$ cat config.mk
export PLATFORM = sky130hd
export DESIGN_NAME = scanf_field_scanner_flat
export DESIGN_NICKNAME = d
export VERILOG_FILES = /design/src/design/sfs_pkg.sv /design/src/design/sfs_in_if.sv /design/src/design/sfs_out_if.sv /design/src/design/scanf_field_scanner.sv /design/src/design/sfs_cfg.sv /design/src/design/sfs_step.sv /design/src/flat_wrapper.sv
export SDC_FILE = /design/constraint.sdc
export NUM_CORES = 1
export LEC_CHECK = 0
export BUFFER_PORTS_ARGS = -buffer_cell sky130_fd_sc_hd__buf_2
export CELL_PAD_IN_SITES_DETAIL_PLACEMENT = 1
export CELL_PAD_IN_SITES_GLOBAL_PLACEMENT = 1
export CORE_UTILIZATION = 44
export DETAILED_ROUTE_END_ITERATION = 8
export GPL_TIMING_DRIVEN = 0
export PLACE_DENSITY_LB_ADDON = 0.1
export SLEW_MARGIN = 20
export SYNTH_ARGS = -nofsm -noshare
export SYNTH_HDL_FRONTEND = slang
export SYNTH_SLANG_ARGS = --single-unit
$ cat constraint.sdc
create_clock -name clk_i -period 4.05 [get_ports clk_i]
set_clock_uncertainty 0.05 [all_clocks]
set_input_delay 0.405 -clock clk_i [delete_from_list [all_inputs] [get_ports clk_i]]
set_output_delay 0.405 -clock clk_i [all_outputs]
set_load 0.05 [all_outputs]
$ cat src/design/sfs_pkg.sv
// Shared types, codes and character constants for the scanf field scanner.
package sfs_pkg;

  localparam int VALUE_BITS_DEF    = 32;
  localparam int DEFAULT_WIDTH_DEF = 30000;

  localparam int CH_W    = 7;
  localparam int OUT_W   = 32;
  localparam int WIDTH_W = 15;
  localparam int SET_W   = 64;
  localparam int IDX_W   = 3;
  localparam int KIND_W  = 3;
  localparam int SIZE_W  = 2;

  // register indexes
  localparam logic [IDX_W-1:0] REG_FIELD_KIND = 3'd0;
  localparam logic [IDX_W-1:0] REG_MAX_WIDTH  = 3'd1;
  localparam logic [IDX_W-1:0] REG_STORE_SIZE = 3'd2;
  localparam logic [IDX_W-1:0] REG_SUPPRESS   = 3'd3;
  localparam logic [IDX_W-1:0] REG_SET_LOW    = 3'd4;
  localparam logic [IDX_W-1:0] REG_SET_HIGH   = 3'd5;

  // field kinds; the two unused codes scan as decimal
  localparam logic [KIND_W-1:0] KIND_DEC     = 3'd0;
  localparam logic [KIND_W-1:0] KIND_OCT     = 3'd1;
  localparam logic [KIND_W-1:0] KIND_HEX     = 3'd2;
  localparam logic [KIND_W-1:0] KIND_CHAR    = 3'd3;
  localparam logic [KIND_W-1:0] KIND_STRING  = 3'd4;
  localparam logic [KIND_W-1:0] KIND_SCANSET = 3'd5;

  localparam logic [SIZE_W-1:0] SIZE_SHORT = 2'd0;
  localparam logic [SIZE_W-1:0] SIZE_INT   = 2'd1;

  // character codes
  localparam logic [CH_W-1:0] CH_SPACE = 7'h20;
  localparam logic [CH_W-1:0] CH_TAB   = 7'h09;
  localparam logic [CH_W-1:0] CH_NL    = 7'h0A;
  localparam logic [CH_W-1:0] CH_MINUS = 7'h2D;
  localparam logic [CH_W-1:0] CH_PLUS  = 7'h2B;
  localparam logic [CH_W-1:0] CH_ZERO  = 7'h30;
  localparam logic [CH_W-1:0] CH_NINE  = 7'h39;
  localparam logic [CH_W-1:0] CH_LA    = 7'h61;
  localparam logic [CH_W-1:0] CH_LF    = 7'h66;
  localparam logic [CH_W-1:0] CH_UA    = 7'h41;
  localparam logic [CH_W-1:0] CH_UF    = 7'h46;
  localparam logic [CH_W-1:0] CH_LA_OFS = 7'h57;  // 'a' - 10
  localparam logic [CH_W-1:0] CH_UA_OFS = 7'h37;  // 'A' - 10

  typedef struct packed {
    logic [KIND_W-1:0]  field_kind;
    logic [WIDTH_W-1:0] max_width;
    logic [SIZE_W-1:0]  store_size;
    logic               suppress_store;
    logic [SET_W-1:0]   set_low;
    logic [SET_W-1:0]   set_high;
  } cfg_t;

  typedef struct packed {
    logic [CH_W-1:0]         out_char;
    logic                    char_stored;
    logic                    consumed;
    logic                    field_done;
    logic                    matched;
    logic signed [OUT_W-1:0] value;
    logic                    at_eof;
  } res_t;

endpackage

$ cat src/design/sfs_in_if.sv
// Input character channel of the scanf field scanner.
interface sfs_in_if;
  logic                       valid;
  logic                       ready;
  logic [sfs_pkg::CH_W-1:0]   ch;
  logic                       is_eof;

  modport source (output valid, output ch, output is_eof, input ready);
  modport sink   (input valid, input ch, input is_eof, output ready);
endinterface

$ cat src/design/sfs_out_if.sv
// Result channel of the scanf field scanner.
interface sfs_out_if;
  logic                              valid;
  logic                              ready;
  logic [sfs_pkg::CH_W-1:0]          out_char;
  logic                              char_stored;
  logic                              consumed;
  logic                              field_done;
  logic                              matched;
  logic signed [sfs_pkg::OUT_W-1:0]  value;
  logic                              at_eof;

  modport source (output valid, output out_char, output char_stored, output consumed,
                  output field_done, output matched, output value, output at_eof,
                  input ready);
  modport sink   (input valid, input out_char, input char_stored, input consumed,
                  input field_done, input matched, input value, input at_eof,
                  output ready);
endinterface

$ cat src/design/scanf_field_scanner.sv
// Top level of the scanf field scanner: input register, step logic, result register.
// Path: a character passes from the input register through the step logic into the result register.
// Throughput: one character per cycle while results are taken; the step logic is a combinational shift-add.
// Ready stalls only when both the input and result registers hold undelivered items.
// Reset: asynchronous active low; registers return to their reset values, store_size
// resets to int, and the scanner starts a new field by skipping leading whitespace.
module scanf_field_scanner #(
  parameter int VALUE_BITS    = sfs_pkg::VALUE_BITS_DEF,
  parameter int DEFAULT_WIDTH = sfs_pkg::DEFAULT_WIDTH_DEF
) (
  input  logic                        clk_i,
  input  logic                        rst_ni,
  input  logic                        cfg_we_i,
  input  logic [sfs_pkg::IDX_W-1:0]   cfg_idx_i,
  input  logic [sfs_pkg::SET_W-1:0]   cfg_wdata_i,
  sfs_in_if.sink                      in_i,
  sfs_out_if.source                   out_o
);

  sfs_pkg::cfg_t cfg;
  logic          restart;

  // input register
  logic                     in_vld_q;
  logic [sfs_pkg::CH_W-1:0] ch_q;
  logic                     eof_q;

  // result register
  logic          out_vld_q;
  sfs_pkg::res_t res_q;
  sfs_pkg::res_t res;

  logic out_free, step_fire;

  // result slot frees when empty or its transaction completes this cycle
  assign out_free  = !out_vld_q || out_o.ready;
  assign step_fire = in_vld_q && out_free;
  assign in_i.ready = !in_vld_q || out_free;

  sfs_cfg u_cfg (
    .clk_i       (clk_i),
    .rst_ni      (rst_ni),
    .cfg_we_i    (cfg_we_i),
    .cfg_idx_i   (cfg_idx_i),
    .cfg_wdata_i (cfg_wdata_i),
    .cfg_o       (cfg),
    .restart_o   (restart)
  );

  sfs_step #(
    .VALUE_BITS    (VALUE_BITS),
    .DEFAULT_WIDTH (DEFAULT_WIDTH)
  ) u_step (
    .clk_i     (clk_i),
    .rst_ni    (rst_ni),
    .step_en_i (step_fire),
    .restart_i (restart),
    .cfg_i     (cfg),
    .ch_i      (ch_q),
    .is_eof_i  (eof_q),
    .res_o     (res)
  );

  always_ff @(posedge clk_i or negedge rst_ni) begin
    if (!rst_ni) begin
      in_vld_q <= 1'b0;
    end else if (in_i.valid && in_i.ready) begin
      in_vld_q <= 1'b1;
    end else if (step_fire) begin
      in_vld_q <= 1'b0;
    end
  end

  // payload capture, no reset needed
  always_ff @(posedge clk_i) begin
    if (in_i.valid && in_i.ready) begin
      ch_q  <= in_i.ch;
      eof_q <= in_i.is_eof;
    end
  end

  always_ff @(posedge clk_i or negedge rst_ni) begin
    if (!rst_ni) begin
      out_vld_q <= 1'b0;
    end else if (step_fire) begin
      out_vld_q <= 1'b1;
    end else if (out_o.ready) begin
      out_vld_q <= 1'b0;
    end
  end

  always_ff @(posedge clk_i) begin
    if (step_fire) begin
      res_q <= res;
    end
  end

  assign out_o.valid       = out_vld_q;
  assign out_o.out_char    = res_q.out_char;
  assign out_o.char_stored = res_q.char_stored;
  assign out_o.consumed    = res_q.consumed;
  assign out_o.field_done  = res_q.field_done;
  assign out_o.matched     = res_q.matched;
  assign out_o.value       = res_q.value;
  assign out_o.at_eof      = res_q.at_eof;

endmodule

$ cat src/design/sfs_cfg.sv
// Configuration register file with field restart on every valid write.
module sfs_cfg (
  input  logic                        clk_i,
  input  logic                        rst_ni,
  input  logic                        cfg_we_i,
  input  logic [sfs_pkg::IDX_W-1:0]   cfg_idx_i,
  input  logic [sfs_pkg::SET_W-1:0]   cfg_wdata_i,
  output sfs_pkg::cfg_t               cfg_o,
  output logic                        restart_o
);

  sfs_pkg::cfg_t cfg_q, cfg_d;
  logic          hit;

  always_comb begin
    cfg_d = cfg_q;
    hit   = 1'b0;
    if (cfg_we_i) begin
      hit = 1'b1;
      case (cfg_idx_i)
        sfs_pkg::REG_FIELD_KIND: cfg_d.field_kind = cfg_wdata_i[sfs_pkg::KIND_W-1:0];
        sfs_pkg::REG_MAX_WIDTH:  cfg_d.max_width  = cfg_wdata_i[sfs_pkg::WIDTH_W-1:0];
        sfs_pkg::REG_STORE_SIZE: cfg_d.store_size = cfg_wdata_i[sfs_pkg::SIZE_W-1:0];
        sfs_pkg::REG_SUPPRESS:   cfg_d.suppress_store = cfg_wdata_i[0];
        sfs_pkg::REG_SET_LOW:    cfg_d.set_low    = cfg_wdata_i;
        sfs_pkg::REG_SET_HIGH:   cfg_d.set_high   = cfg_wdata_i;
        default:                 hit = 1'b0;  // no register there
      endcase
    end
  end

  always_ff @(posedge clk_i or negedge rst_ni) begin
    if (!rst_ni) begin
      cfg_q <= '{field_kind: '0, max_width: '0, store_size: sfs_pkg::SIZE_INT,
                 suppress_store: 1'b0, set_low: '0, set_high: '0};
    end else begin
      cfg_q <= cfg_d;
    end
  end

  assign cfg_o     = cfg_q;
  assign restart_o = hit;

endmodule

$ cat src/design/sfs_step.sv
// Field scan state and the per-character step logic.
module sfs_step #(
  parameter int VALUE_BITS    = sfs_pkg::VALUE_BITS_DEF,
  parameter int DEFAULT_WIDTH = sfs_pkg::DEFAULT_WIDTH_DEF
) (
  input  logic                        clk_i,
  input  logic                        rst_ni,
  input  logic                        step_en_i,
  input  logic                        restart_i,
  input  sfs_pkg::cfg_t               cfg_i,
  input  logic [sfs_pkg::CH_W-1:0]    ch_i,
  input  logic                        is_eof_i,
  output sfs_pkg::res_t               res_o
);

  localparam int WW = sfs_pkg::WIDTH_W;

  logic                  body_q, body_d;
  logic [WW-1:0]         wl_q, wl_d;
  logic [VALUE_BITS-1:0] acc_q, acc_d;
  logic                  neg_q, neg_d;
  logic                  any_q, any_d;

  logic                  strkind, is_sp, in_set, lead_skip, sign_ch;
  logic [WW-1:0]         wl_load, wl, wl_str;
  logic                  dig_ok;
  logic [3:0]            dig;
  logic [VALUE_BITS-1:0] acc_mul, acc_neg;
  logic [VALUE_BITS+sfs_pkg::OUT_W-1:0] v_wide;
  logic [sfs_pkg::OUT_W-1:0] v32;
  logic [2*sfs_pkg::SET_W-1:0] set_all;
  logic                  restart_field;

  // digit classification: 8 and 9 stay legal in octal
  always_comb begin
    dig_ok = 1'b0;
    dig    = '0;
    if (ch_i >= sfs_pkg::CH_ZERO && ch_i <= sfs_pkg::CH_NINE) begin
      dig_ok = 1'b1;
      dig    = 4'(ch_i - sfs_pkg::CH_ZERO);
    end else if (cfg_i.field_kind == sfs_pkg::KIND_HEX) begin
      if (ch_i >= sfs_pkg::CH_LA && ch_i <= sfs_pkg::CH_LF) begin
        dig_ok = 1'b1;
        dig    = 4'(ch_i - sfs_pkg::CH_LA_OFS);
      end else if (ch_i >= sfs_pkg::CH_UA && ch_i <= sfs_pkg::CH_UF) begin
        dig_ok = 1'b1;
        dig    = 4'(ch_i - sfs_pkg::CH_UA_OFS);
      end
    end
  end

  // base multiply as shifts and adds
  always_comb begin
    case (cfg_i.field_kind)
      sfs_pkg::KIND_OCT: acc_mul = acc_q << 3;
      sfs_pkg::KIND_HEX: acc_mul = acc_q << 4;
      default:           acc_mul = (acc_q << 3) + (acc_q << 1);
    endcase
  end

  // final value: sign, truncation to 32 bits, short sign extension
  always_comb begin
    acc_neg = neg_q ? (~acc_q + 1'b1) : acc_q;
    v_wide  = {{sfs_pkg::OUT_W{1'b0}}, acc_neg};
    v32     = v_wide[sfs_pkg::OUT_W-1:0];
    if (cfg_i.store_size == sfs_pkg::SIZE_SHORT) begin
      v32 = {{16{v32[15]}}, v32[15:0]};
    end
  end

  assign strkind = (cfg_i.field_kind == sfs_pkg::KIND_CHAR) ||
                   (cfg_i.field_kind == sfs_pkg::KIND_STRING) ||
                   (cfg_i.field_kind == sfs_pkg::KIND_SCANSET);
  assign is_sp   = (ch_i == sfs_pkg::CH_SPACE) || (ch_i == sfs_pkg::CH_TAB) ||
                   (ch_i == sfs_pkg::CH_NL);
  assign set_all = {cfg_i.set_high, cfg_i.set_low};
  assign in_set  = set_all[ch_i];
  assign lead_skip = !body_q && !is_eof_i && is_sp &&
                     (!strkind || cfg_i.field_kind == sfs_pkg::KIND_STRING);
  assign sign_ch = !strkind && !is_eof_i &&
                   (ch_i == sfs_pkg::CH_MINUS || ch_i == sfs_pkg::CH_PLUS);

  always_comb begin
    if (cfg_i.max_width != '0)                       wl_load = cfg_i.max_width;
    else if (cfg_i.field_kind == sfs_pkg::KIND_CHAR) wl_load = WW'(1);
    else                                             wl_load = WW'(DEFAULT_WIDTH);
  end

  assign wl     = body_q ? wl_q : wl_load;
  assign wl_str = (wl != '0) ? (wl - 1'b1) : '0;

  always_comb begin
    res_o         = '0;
    body_d        = body_q;
    wl_d          = wl_q;
    acc_d         = acc_q;
    neg_d         = neg_q;
    any_d         = any_q;
    restart_field = 1'b0;
    if (lead_skip) begin
      res_o.consumed = 1'b1;
    end else if (!body_q && sign_ch) begin
      body_d         = 1'b1;
      wl_d           = wl_load - 1'b1;
      res_o.consumed = 1'b1;
      if (ch_i == sfs_pkg::CH_MINUS) begin
        neg_d = 1'b1;
        any_d = 1'b1;
      end
    end else if (strkind) begin
      if (!(is_eof_i || (cfg_i.field_kind == sfs_pkg::KIND_STRING && is_sp) ||
            (cfg_i.field_kind == sfs_pkg::KIND_SCANSET && !in_set))) begin
        res_o.consumed = 1'b1;
        if (!cfg_i.suppress_store) begin
          res_o.out_char    = ch_i;
          res_o.char_stored = 1'b1;
        end
        if (wl_str != '0) begin
          body_d = 1'b1;
          wl_d   = wl_str;
          any_d  = 1'b1;
        end else begin
          // width used up on this character, which is consumed
          res_o.field_done = 1'b1;
          res_o.matched    = !cfg_i.suppress_store;
          restart_field    = 1'b1;
        end
      end else begin
        res_o.field_done = 1'b1;
        res_o.matched    = any_q && !cfg_i.suppress_store;
        res_o.at_eof     = is_eof_i;
        restart_field    = 1'b1;
      end
    end else begin
      if (wl != '0 && !is_eof_i && dig_ok) begin
        body_d         = 1'b1;
        wl_d           = wl - 1'b1;
        acc_d          = acc_mul + VALUE_BITS'(dig);
        any_d          = 1'b1;
        res_o.consumed = 1'b1;
      end else begin
        // terminator pushed back; a lone minus still matches as zero
        res_o.field_done = 1'b1;
        res_o.at_eof     = is_eof_i;
        if (any_q && !cfg_i.suppress_store) begin
          res_o.matched = 1'b1;
          res_o.value   = signed'(v32);
        end
        restart_field = 1'b1;
      end
    end
    if (restart_field) begin
      body_d = 1'b0;
      wl_d   = '0;
      acc_d  = '0;
      neg_d  = 1'b0;
      any_d  = 1'b0;
    end
  end

  always_ff @(posedge clk_i or negedge rst_ni) begin
    if (!rst_ni) begin
      body_q <= 1'b0;
      wl_q   <= '0;
      acc_q  <= '0;
      neg_q  <= 1'b0;
      any_q  <= 1'b0;
    end else if (restart_i) begin
      body_q <= 1'b0;
      wl_q   <= '0;
      acc_q  <= '0;
      neg_q  <= 1'b0;
      any_q  <= 1'b0;
    end else if (step_en_i) begin
      body_q <= body_d;
      wl_q   <= wl_d;
      acc_q  <= acc_d;
      neg_q  <= neg_d;
      any_q  <= any_d;
    end
  end

endmodule
$ cat src/flat_wrapper.sv
// flat-port wrapper written by rule: the top's interface ports become plain ports
module scanf_field_scanner_flat 
#(
  parameter int VALUE_BITS    = sfs_pkg::VALUE_BITS_DEF,
  parameter int DEFAULT_WIDTH = sfs_pkg::DEFAULT_WIDTH_DEF
)
  (clk_i, rst_ni, cfg_we_i, cfg_idx_i, cfg_wdata_i, in_i_valid, in_i_ch, in_i_is_eof, in_i_ready, out_o_valid, out_o_out_char, out_o_char_stored, out_o_consumed, out_o_field_done, out_o_matched, out_o_value, out_o_at_eof, out_o_ready);
  sfs_in_if in_i_i ();
  sfs_out_if out_o_i ();
  input  logic clk_i;
  input  logic rst_ni;
  input  logic cfg_we_i;
  input  logic [sfs_pkg::IDX_W-1:0] cfg_idx_i;
  input  logic [sfs_pkg::SET_W-1:0] cfg_wdata_i;
  input wire logic [$bits(in_i_i.valid)-1:0] in_i_valid;
  input wire logic [$bits(in_i_i.ch)-1:0] in_i_ch;
  input wire logic [$bits(in_i_i.is_eof)-1:0] in_i_is_eof;
  output wire logic [$bits(in_i_i.ready)-1:0] in_i_ready;
  output wire logic [$bits(out_o_i.valid)-1:0] out_o_valid;
  output wire logic [$bits(out_o_i.out_char)-1:0] out_o_out_char;
  output wire logic [$bits(out_o_i.char_stored)-1:0] out_o_char_stored;
  output wire logic [$bits(out_o_i.consumed)-1:0] out_o_consumed;
  output wire logic [$bits(out_o_i.field_done)-1:0] out_o_field_done;
  output wire logic [$bits(out_o_i.matched)-1:0] out_o_matched;
  output wire logic [$bits(out_o_i.value)-1:0] out_o_value;
  output wire logic [$bits(out_o_i.at_eof)-1:0] out_o_at_eof;
  input wire logic [$bits(out_o_i.ready)-1:0] out_o_ready;
  assign in_i_i.valid = in_i_valid;
  assign in_i_i.ch = in_i_ch;
  assign in_i_i.is_eof = in_i_is_eof;
  assign in_i_ready = in_i_i.ready;
  assign out_o_valid = out_o_i.valid;
  assign out_o_out_char = out_o_i.out_char;
  assign out_o_char_stored = out_o_i.char_stored;
  assign out_o_consumed = out_o_i.consumed;
  assign out_o_field_done = out_o_i.field_done;
  assign out_o_matched = out_o_i.matched;
  assign out_o_value = out_o_i.value;
  assign out_o_at_eof = out_o_i.at_eof;
  assign out_o_i.ready = out_o_ready;
  scanf_field_scanner #(.VALUE_BITS(VALUE_BITS), .DEFAULT_WIDTH(DEFAULT_WIDTH)) u_core (.clk_i(clk_i), .rst_ni(rst_ni), .cfg_we_i(cfg_we_i), .cfg_idx_i(cfg_idx_i), .cfg_wdata_i(cfg_wdata_i), .in_i(in_i_i), .out_o(out_o_i));
endmodule
==> summary.md, run 1 <==
| Metric | Value |
|---|---|
| Worst vdd rail ir drop | 0.423 mV |
| Drt first pass iters | 5 |
| Horiz. Die Dim | 194 um |
| Min cycle time layout | 4.00 ns |
| # clock sinks | 253 |
| Vias in the first global route | 15100 |
| Post-DP HPWL | 40400 um |
| EDFF count, synth | between 50 and 60 |
| Clock Path Buffers | 3 |
| Most common cell after layout, fill and taps aside | dfrtp_1 |
| Fin crit share | a little over nine tenths |
| Ys flop type | dfrtp_1 |
| H-tree Lvls | 1 |
| Setup TNS Final | 0 ns |
| Avg Vias per Cell | ~6.2 |
| WP data required | 4.45 ns |
| I/O pins | 126 |
| Yosys reg bits | ~250 |
| Leak pwr | between 8 and 9 nW |
| Final slew viol count | 0 |
| Status | finished, final reports clean |
| Final non-filler cell area | 0.0203 mm^2 |
| PwrDens | around 420 mW/mm^2 |
| RSZ-0062 raised after global routing | true |
| Final setup vio count | 0 |
| Layout Area Growth over Synthesis | 25.4% |
| # nets final | about 1900 |
| Most frequent cells in the layout | dfrtp_1 (193), mux2_2 (153), buf_2 (138) |
| Final Hold Viols | 0 |
| Netlist cell types | 102 |
| Largest net degree at the start of global routing | 91 |
| Via count | 14400 |
| Buffers on Ports | approximately 130 |
| Drt initial violations | 897 |
| Placed cell area | about 0.018 mm^2 |
| Placement-stage worst setup slack | -1.18 ns |
| Yosys warnings | 0 |
| Worst slew pin tran | 0.960 ns |
| RePlAce Congestion | 0.911 |
| Initial Utilization | 45.1% |
| Crit Path Max Fanout | 6 |
| Hold WS | 0.0107 ns |
| Worst Setup Start Kind | register |
| Worst setup margin | ~0.047 ns |
| Clk slew on worst S/H paths | around 0.060 ns |
| Die ar. | 0.0376 mm^2 |
| Worst-Skew Late Latency | just over 0.6 ns |
| CTS buffer count | 30 |
| Hold Path Class | input pin to register |
| GR Overflow Total | 0 |
| Average cell area after synthesis | 10.4 um^2 |
| Fin cells | 2303 |
| Die extent in y | around 190 um |
| CP endpoint kind | register |
| Ys async rst share | 79.4% |
| Critical path arrival | around 4.4 ns |
| Std cell rows | 69 |
| WS Path Type | register to register |
| Drt total wl | 59800 um |
| Seq/Total Area, Yosys | 40.7% |
| Cell count after synthesis | 1551 |
| Initial antenna violation count | 0 |
| First-pass GRT wire length | 91600 um |
| Maxcap violations | 0 |
| Placed cell count | 2141 |
| CTS tree | done |
| Post-Syn Nets | 1672 |
| GRT Total Usage | around a third |
| Synthesized area | 0.0162 mm^2 |
| FMAX | 0.250 GHz |
| Core area | 0.0359 mm^2 |
| Wire per inst | 26.0 um |
| # diodes | 0 |
| Share of cells above drive strength 1 | 31.9% |
| CTS root buffer | clkbuf_16 |
| Slew headroom | 35.1% |
| Post-route ant nets | 0 |
| DRC Markers | 0 |
-- cell families after synthesis --
logic type,synth area share [%]
AND/OR/NAND/NOR,15.1
AO/OA/AOI/OAI,16.4
flip-flops,40.7
multiplexers,16.4
buffers and inverters,3.58
XOR/XNOR,4.54
adder cells (fa/ha/maj),3.26
-- what timing repair did --
| action | CTS | global route |
|---|---|---|
| pin swaps | 22 | 29 |
| gates resized for setup | 89 | 93 |
| buffers inserted | 33 | 19 |
| hold buffers | 53 | 0 |
| endpoints found under the hold margin | 131 | 0 |
| cloned | 2 | 8 |
| setup endpoints to repair | 82 | 51 |
-- layer usage --
| metal | wire, um | track usage, % | vias to the layer above | part of all wire (%) |
|---|---|---|---|---|
| met5 | 0 | 0 | - | 0 |
| met4 | 1640 | 8.00 | 0 | 2.7 |
| met3 | 2850 | 3.84 | 123 | 4.8 |
| met2 | 29400 | 54.4 | 427 | 49 |
| met1 | 25900 | 41.4 | 7441 | 43 |
| li1 | - | - | 6391 | - |
-- synth_stat cells (6+ instances only) --
master	n	area (um^2)
o41ai_1	8	70.1
nor3_1	33	165
o21ai_0	61	305
o31ai_1	47	353
a22oi_1	32	240
mux2_2	154	1730
buf_4	10	75.1
xnor2_1	37	324
a21boi_0	6	45.0
a211oi_1	11	82.6
mux4_2	21	473
inv_1	25	93.8
nor2b_1	16	100
or3_1	15	93.8
and3_1	14	87.6
nand3b_1	8	60.1
buf_2	20	100
xor2_1	45	394
o211ai_1	7	52.6
o21a_1	13	97.6
nand3_1	33	165
and2_1	10	62.6
clkbuf_1	50	188
dfrtp_1	200	5000
nand2_1	132	495
a22o_1	9	78.8
buf_6	7	78.8
a21o_1	13	97.6
or4_1	6	45.0
nor4_1	9	56.3
a21oi_1	73	365
o22ai_1	9	56.3
edfxtp_1	52	1560
ha_1	39	488
nand2b_1	15	93.8
nand4_1	18	113
o21ai_1	9	45.0
nor2_1	100	375
mux2i_1	42	420
-- report_power, final --
group          switching, mW  internal (mW)
registers              0.303           3.01
clock network           1.19           1.53
logic                   1.48           1.08
total                   2.97           5.63
-- worst paths after layout --
| kind | to | slack, ns | cells after the start | start |
|---|---|---|---|---|
| worst max-delay path | u_core.u_step.acc_q[27] | 0.05 | 14 | u_core.u_step.acc_q[0] |
| worst max register to register | u_core.u_step.acc_q[27] | 0.05 | 14 | u_core.u_step.acc_q[0] |
| min in group asynchronous | u_core.u_cfg.cfg_o[18] | 0.21 | 2 | rst_ni |
| worst min-delay path | u_core.u_cfg.cfg_o[81] | 0.01 | 2 | cfg_wdata_i[17] |
| max in group asynchronous | u_core.u_step.acc_q[25] | 2.94 | 3 | rst_ni |
| worst min register to register | u_core.u_step.wl_q[10] | 0.44 | 2 | u_core.u_step.wl_q[10] |
-- per-stage QoR --
| step | utilization [%] | power, mW |
|---|---|---|
| 3_5_place_dp | 48.7 | 5.43 |
| 6_report | 56.6 | 8.60 |
| 5_1_grt | 56.6 | 8.91 |
| 3_3_place_gp | 48.5 | 5.34 |
| 2_1_floorplan | - | 4.70 |
| 4_1_cts | 54.8 | 8.35 |
-- worst max-delay path, stage by stage, from the launching register on --
cell       delay, ns
dfrtp_1         0.47
ha_1            0.27
fa_1            0.46
a21o_1          0.22
a2bb2oi_2       0.31
nand2b_1        0.18
a21oi_1         0.08
o211ai_1        0.61
nand4_1         0.18
buf_4           0.22
nor4b_4         0.24
buf_4           0.18
nand3b_1        0.15
xnor2_2         0.18
o21ai_1         0.07
-- cell type report --
cell class	count	area (um^2)
Fill cell	3826	15600
Multi-Input combinational cell	1183	9690
Sequential cell	253	6600
Timing Repair Buffer	241	1800
Clock buffer	49	912
Buffer	84	579
Tap cell	461	577
Inverter	25	100
Clock inverter	7	60.1
-- registers in the layout (all words and copies together), names as in the netlist --
signal                    flops
u_core.ch_q                   7
u_core.eof_q                  1
u_core.in_vld_q               1
u_core.out_o.at_eof           1
u_core.out_o.char_stored      1
u_core.out_o.consumed         1
u_core.out_o.field_done       1
u_core.out_o.matched          1
u_core.out_o.out_char         7
u_core.out_o.valid            1
u_core.out_o.value           32
u_core.u_cfg.cfg_o          149
u_core.u_step.acc_q          32
u_core.u_step.any_q           1
u_core.u_step.body_q          1
u_core.u_step.neg_q           1
u_core.u_step.wl_q           15
(Power assumes the default switching activity.)
==> run 2, diff against run 1 <==
--- a/config.mk
+++ b/config.mk
@@ -5,10 +5,10 @@
 export SDC_FILE = /design/constraint.sdc
 export NUM_CORES = 1
 export LEC_CHECK = 0
-export BUFFER_PORTS_ARGS = -buffer_cell sky130_fd_sc_hd__buf_2
+export BUFFER_PORTS_ARGS = -buffer_cell sky130_fd_sc_hd__clkbuf_2
 export CELL_PAD_IN_SITES_DETAIL_PLACEMENT = 1
 export CELL_PAD_IN_SITES_GLOBAL_PLACEMENT = 1
-export CORE_UTILIZATION = 44
+export CORE_UTILIZATION = 30
 export DETAILED_ROUTE_END_ITERATION = 8
 export GPL_TIMING_DRIVEN = 0
 export PLACE_DENSITY_LB_ADDON = 0.1
==> run 2 against run 1 <==
Sequential share of layout area about the same. Sequential power about the same. Clock-buffer cell count down 4. Register-to-register slack better by 0.06 ns. First-iteration DRC count down 27%. Highest routed layer unchanged. Maximum frequency up 1.5%. Sequential cell count unchanged. Cell area up 0.11%. Global-route usage down 9.0 points. Via count down 4.7%. Critical path depth up 6.
==> summary.md, run 2 (synthesis results as in run 1) <==
| Metric | Value |
|---|---|
| CTS buffer count | 34 (was 30) |
| Clk slew on worst S/H paths | 0.06 ns (about the same) |
| DRC Markers | 0 (unchanged) |
| Worst reg2reg path startpoint | u_core.u_cfg.cfg_o[137] (was u_core.u_step.acc_q[0]) |
| Crit Path Max Fanout | 8 (was 6) |
| GRT Total Usage | 22.3% (was 31.3%) |
| Maxcap violations | 0 (unchanged) |
| R2R setup slack | 0.11 ns (was 0.05 ns) |
| Placement-stage worst setup slack | -1.30 ns (was -1.18 ns) |
| H-tree Lvls | 2 (was 1) |
| Most common cell after layout, fill and taps aside | dfrtp_1 (unchanged) |
| Leak pwr | 8.27 nW (was 8.37 nW) |
| Largest net degree at the start of global routing | 78 (was 91) |
| Final slew viol count | 0 (unchanged) |
| Hold Path Class | input pin to register (unchanged) |
| Crit-path cells | buf_2 > nor3_4 > nand2_2 > nor3_4 > o31ai_4 > ha_4 > nor4b_4 > buf_4 > nor2_4 > nor4_4 > o21ai_2 > a211oi_2 > o2111ai_2 > o311ai_4 > buf_4 > a31oi_4 > buf_12 > buf_6 > nand2_1 > o21ai_0 (was ha_1 > fa_1 > a21o_1 > a2bb2oi_2 > nand2b_1 > a21oi_1 > o211ai_1 > nand4_1 > buf_4 > nor4b_4 > buf_4 > nand3b_1 > xnor2_2 > o21ai_1) |
| I/O pins | 126 (unchanged) |
| CP bufs+invs | 5 (was 2) |
| Drt total wl | 60300 um (was 59800 um) |
| Via count | 13700 (was 14400) |
| PwrDens | 434 mW/mm^2 (was 423 mW/mm^2) |
| Slew headroom | 43.1% (was 35.1%) |
| Final Hold Viols | 0 (unchanged) |
| Hold path startpoint | in_i_is_eof (was cfg_wdata_i[17]) |
| Fin cells | 2505 (was 2303) |
| # nets final | 1912 (was 1939) |
| WS Path Type | register to register (unchanged) |
| Worst slew pin tran | 0.841 ns (was 0.960 ns) |
| Largest stage delay, worst path | 0.31 ns (was 0.61 ns) |
| Hold WS | 0.0385 ns (was 0.0107 ns) |
| CTS tree | done (unchanged) |
| Setup TNS Final | 0 ns (unchanged) |
| Wire per inst | 24.1 um (was 26.0 um) |
| Final setup vio count | 0 (unchanged) |
| CTS root buffer | clkbuf_16 (unchanged) |
| CP top delay family | compound AO/OA/AOI/OAI gates (unchanged) |
| FMAX | 0.254 GHz (was 0.250 GHz) |
| Layout Area Growth over Synthesis | 25.6% (was 25.4%) |
| Die ar. | 0.0549 mm^2 (was 0.0376 mm^2) |
| Post-route ant nets | 0 (unchanged) |
| R2r endpoint | u_core.u_step.acc_q[24] (was u_core.u_step.acc_q[27]) |
| Final Total Pwr | 8.82 mW (was 8.60 mW) |
| # clock sinks | 253 (unchanged) |
| Initial Utilization | 30.6% (was 45.1%) |
| Cells on worst reg2reg path | 20 (was 14) |
| Status | finished, final reports clean (unchanged) |
| Clock Path Buffers | 3 (unchanged) |
| GR Overflow Total | 0 (unchanged) |
| Worst Setup EP | u_core.u_step.acc_q[24] (was u_core.u_step.acc_q[27]) |
| Vias in the first global route | 14500 (was 15100) |
| WHS Path Cells | 1 (was 2) |
| Drt first pass iters | 5 (unchanged) |
| Worst-Skew Late Latency | 0.56 ns (was 0.62 ns) |
| Worst Setup Start Kind | register (unchanged) |
| Initial antenna violation count | 0 (unchanged) |
| CP startpoint | u_core.u_cfg.cfg_o[137] (was u_core.u_step.acc_q[0]) |
| Avg Vias per Cell | 5.47 (was 6.24) |
| Die extent in y | 234 um (was 194 um) |
| Drt initial violations | 658 (was 897) |
| Horiz. Die Dim | 234 um (was 194 um) |
| Worst vdd rail ir drop | 0.284 mV (was 0.423 mV) |
| Max reg flops | 149 (unchanged) |
| First-pass GRT wire length | 92100 um (was 91600 um) |
| Placed cell count | 2368 (was 2141) |
| Fin crit share | 97.3% (was 98.8%) |
| CP endpoint kind | register (unchanged) |
| Std cell rows | 84 (was 69) |
| Min cycle time layout | 3.94 ns (was 4.00 ns) |
| Worst setup margin | 0.108 ns (was 0.0472 ns) |
| Share of cells above drive strength 1 | 33.5% (was 31.9%) |
| Buffers on Ports | 125 (unchanged) |
| Critical path arrival | 4.30 ns (was 4.40 ns) |
| WP data required | 4.41 ns (was 4.45 ns) |
| Slowest CP cell | dfrtp_1 (was o211ai_1) |
| Most frequent cells in the layout | dfrtp_1 (189), mux2_2 (153), nand2_1 (130) (was dfrtp_1 (193), mux2_2 (153), buf_2 (138)) |
| Core area | 0.0530 mm^2 (was 0.0359 mm^2) |
| Post-DP HPWL | 44300 um (was 40400 um) |
| Critical path depth in cells | 20 (was 14) |
| RePlAce Congestion | 0.862 (was 0.911) |
==> run 2: changes by cell type in the layout (fill, tap and decap cells not counted), moves of 6 or more <==
| cell | delta |
|---|---|
| buf_2 | -123 |
| buf_4 | +15 |
| buf_6 | +7 |
| dlygate4sd3_1 | -44 |
| clkinvlp_4 | +6 |
| clkbuf_2 | +123 |
==> run 2: worst min-delay path by stage <==
| stage | to | slack, ns |
|---|---|---|
| 2_1_floorplan | u_core.in_vld_q | 0.06 |
| 3_3_place_gp | u_core.u_step.wl_q[9] | 0.42 |
| 3_5_place_dp | u_core.u_cfg.cfg_o[23] | 0.35 |
| 4_1_cts | u_core.eof_q | 0.01 |
| 5_1_grt | u_core.eof_q | 0.01 |
| 6_report | u_core.eof_q | 0.04 |
==> run 2: per-stage QoR <==
stage | area [um^2] | utilization (%)
3_3_place_gp | 17700 | 33.4
5_1_grt | 20300 | 38.4
2_1_floorplan | 16200 | -
3_5_place_dp | 17800 | 33.6
6_report | 20300 | 38.4
4_1_cts | 19800 | 37.5
==> run 2: cell type report <==
| type | count | area, um^2 |
|---|---|---|
| tap | 688 | 861 |
| sequential | 253 | 6610 |
| timing repair buffer | 212 | 1470 |
| multi-input combinational | 1181 | 9640 |
| inverter | 25 | 101 |
| buffer | 84 | 559 |
| antenna | 1 | 2.50 |
| clock inverter | 16 | 185 |
| fill | 5919 | 32600 |
| clock buffer | 45 | 912 |
==> run 2: power by group <==
group	internal [mW]	switching [mW]	total, mW
Sequential	3.01	0.275	3.29
Clock	1.74	1.27	3.01
Combinational	1.06	1.46	2.52
Total	5.81	3.00	8.82
==> run 2: timing repair <==
action                                  in CTS  in global routing
cloned                                       4                  2
hold buffers                                 9                  0
pin swaps                                   23                 22
endpoints found under the setup margin      82                 50
hold endpoints to repair                    55                  0
resized for setup                          115                 71
buffers inserted                            44                 25
==> run 2: per-layer routing <==
metal / global-route usage, % / wire length (um) / up-vias
met3: 2.80 / 2410 / 63
met4: 4.68 / 909 / 0
li1: - / - / 6322
met5: 0 / 0 / -
met1: 30.9 / 28000 / 7052
met2: 37.1 / 29000 / 269
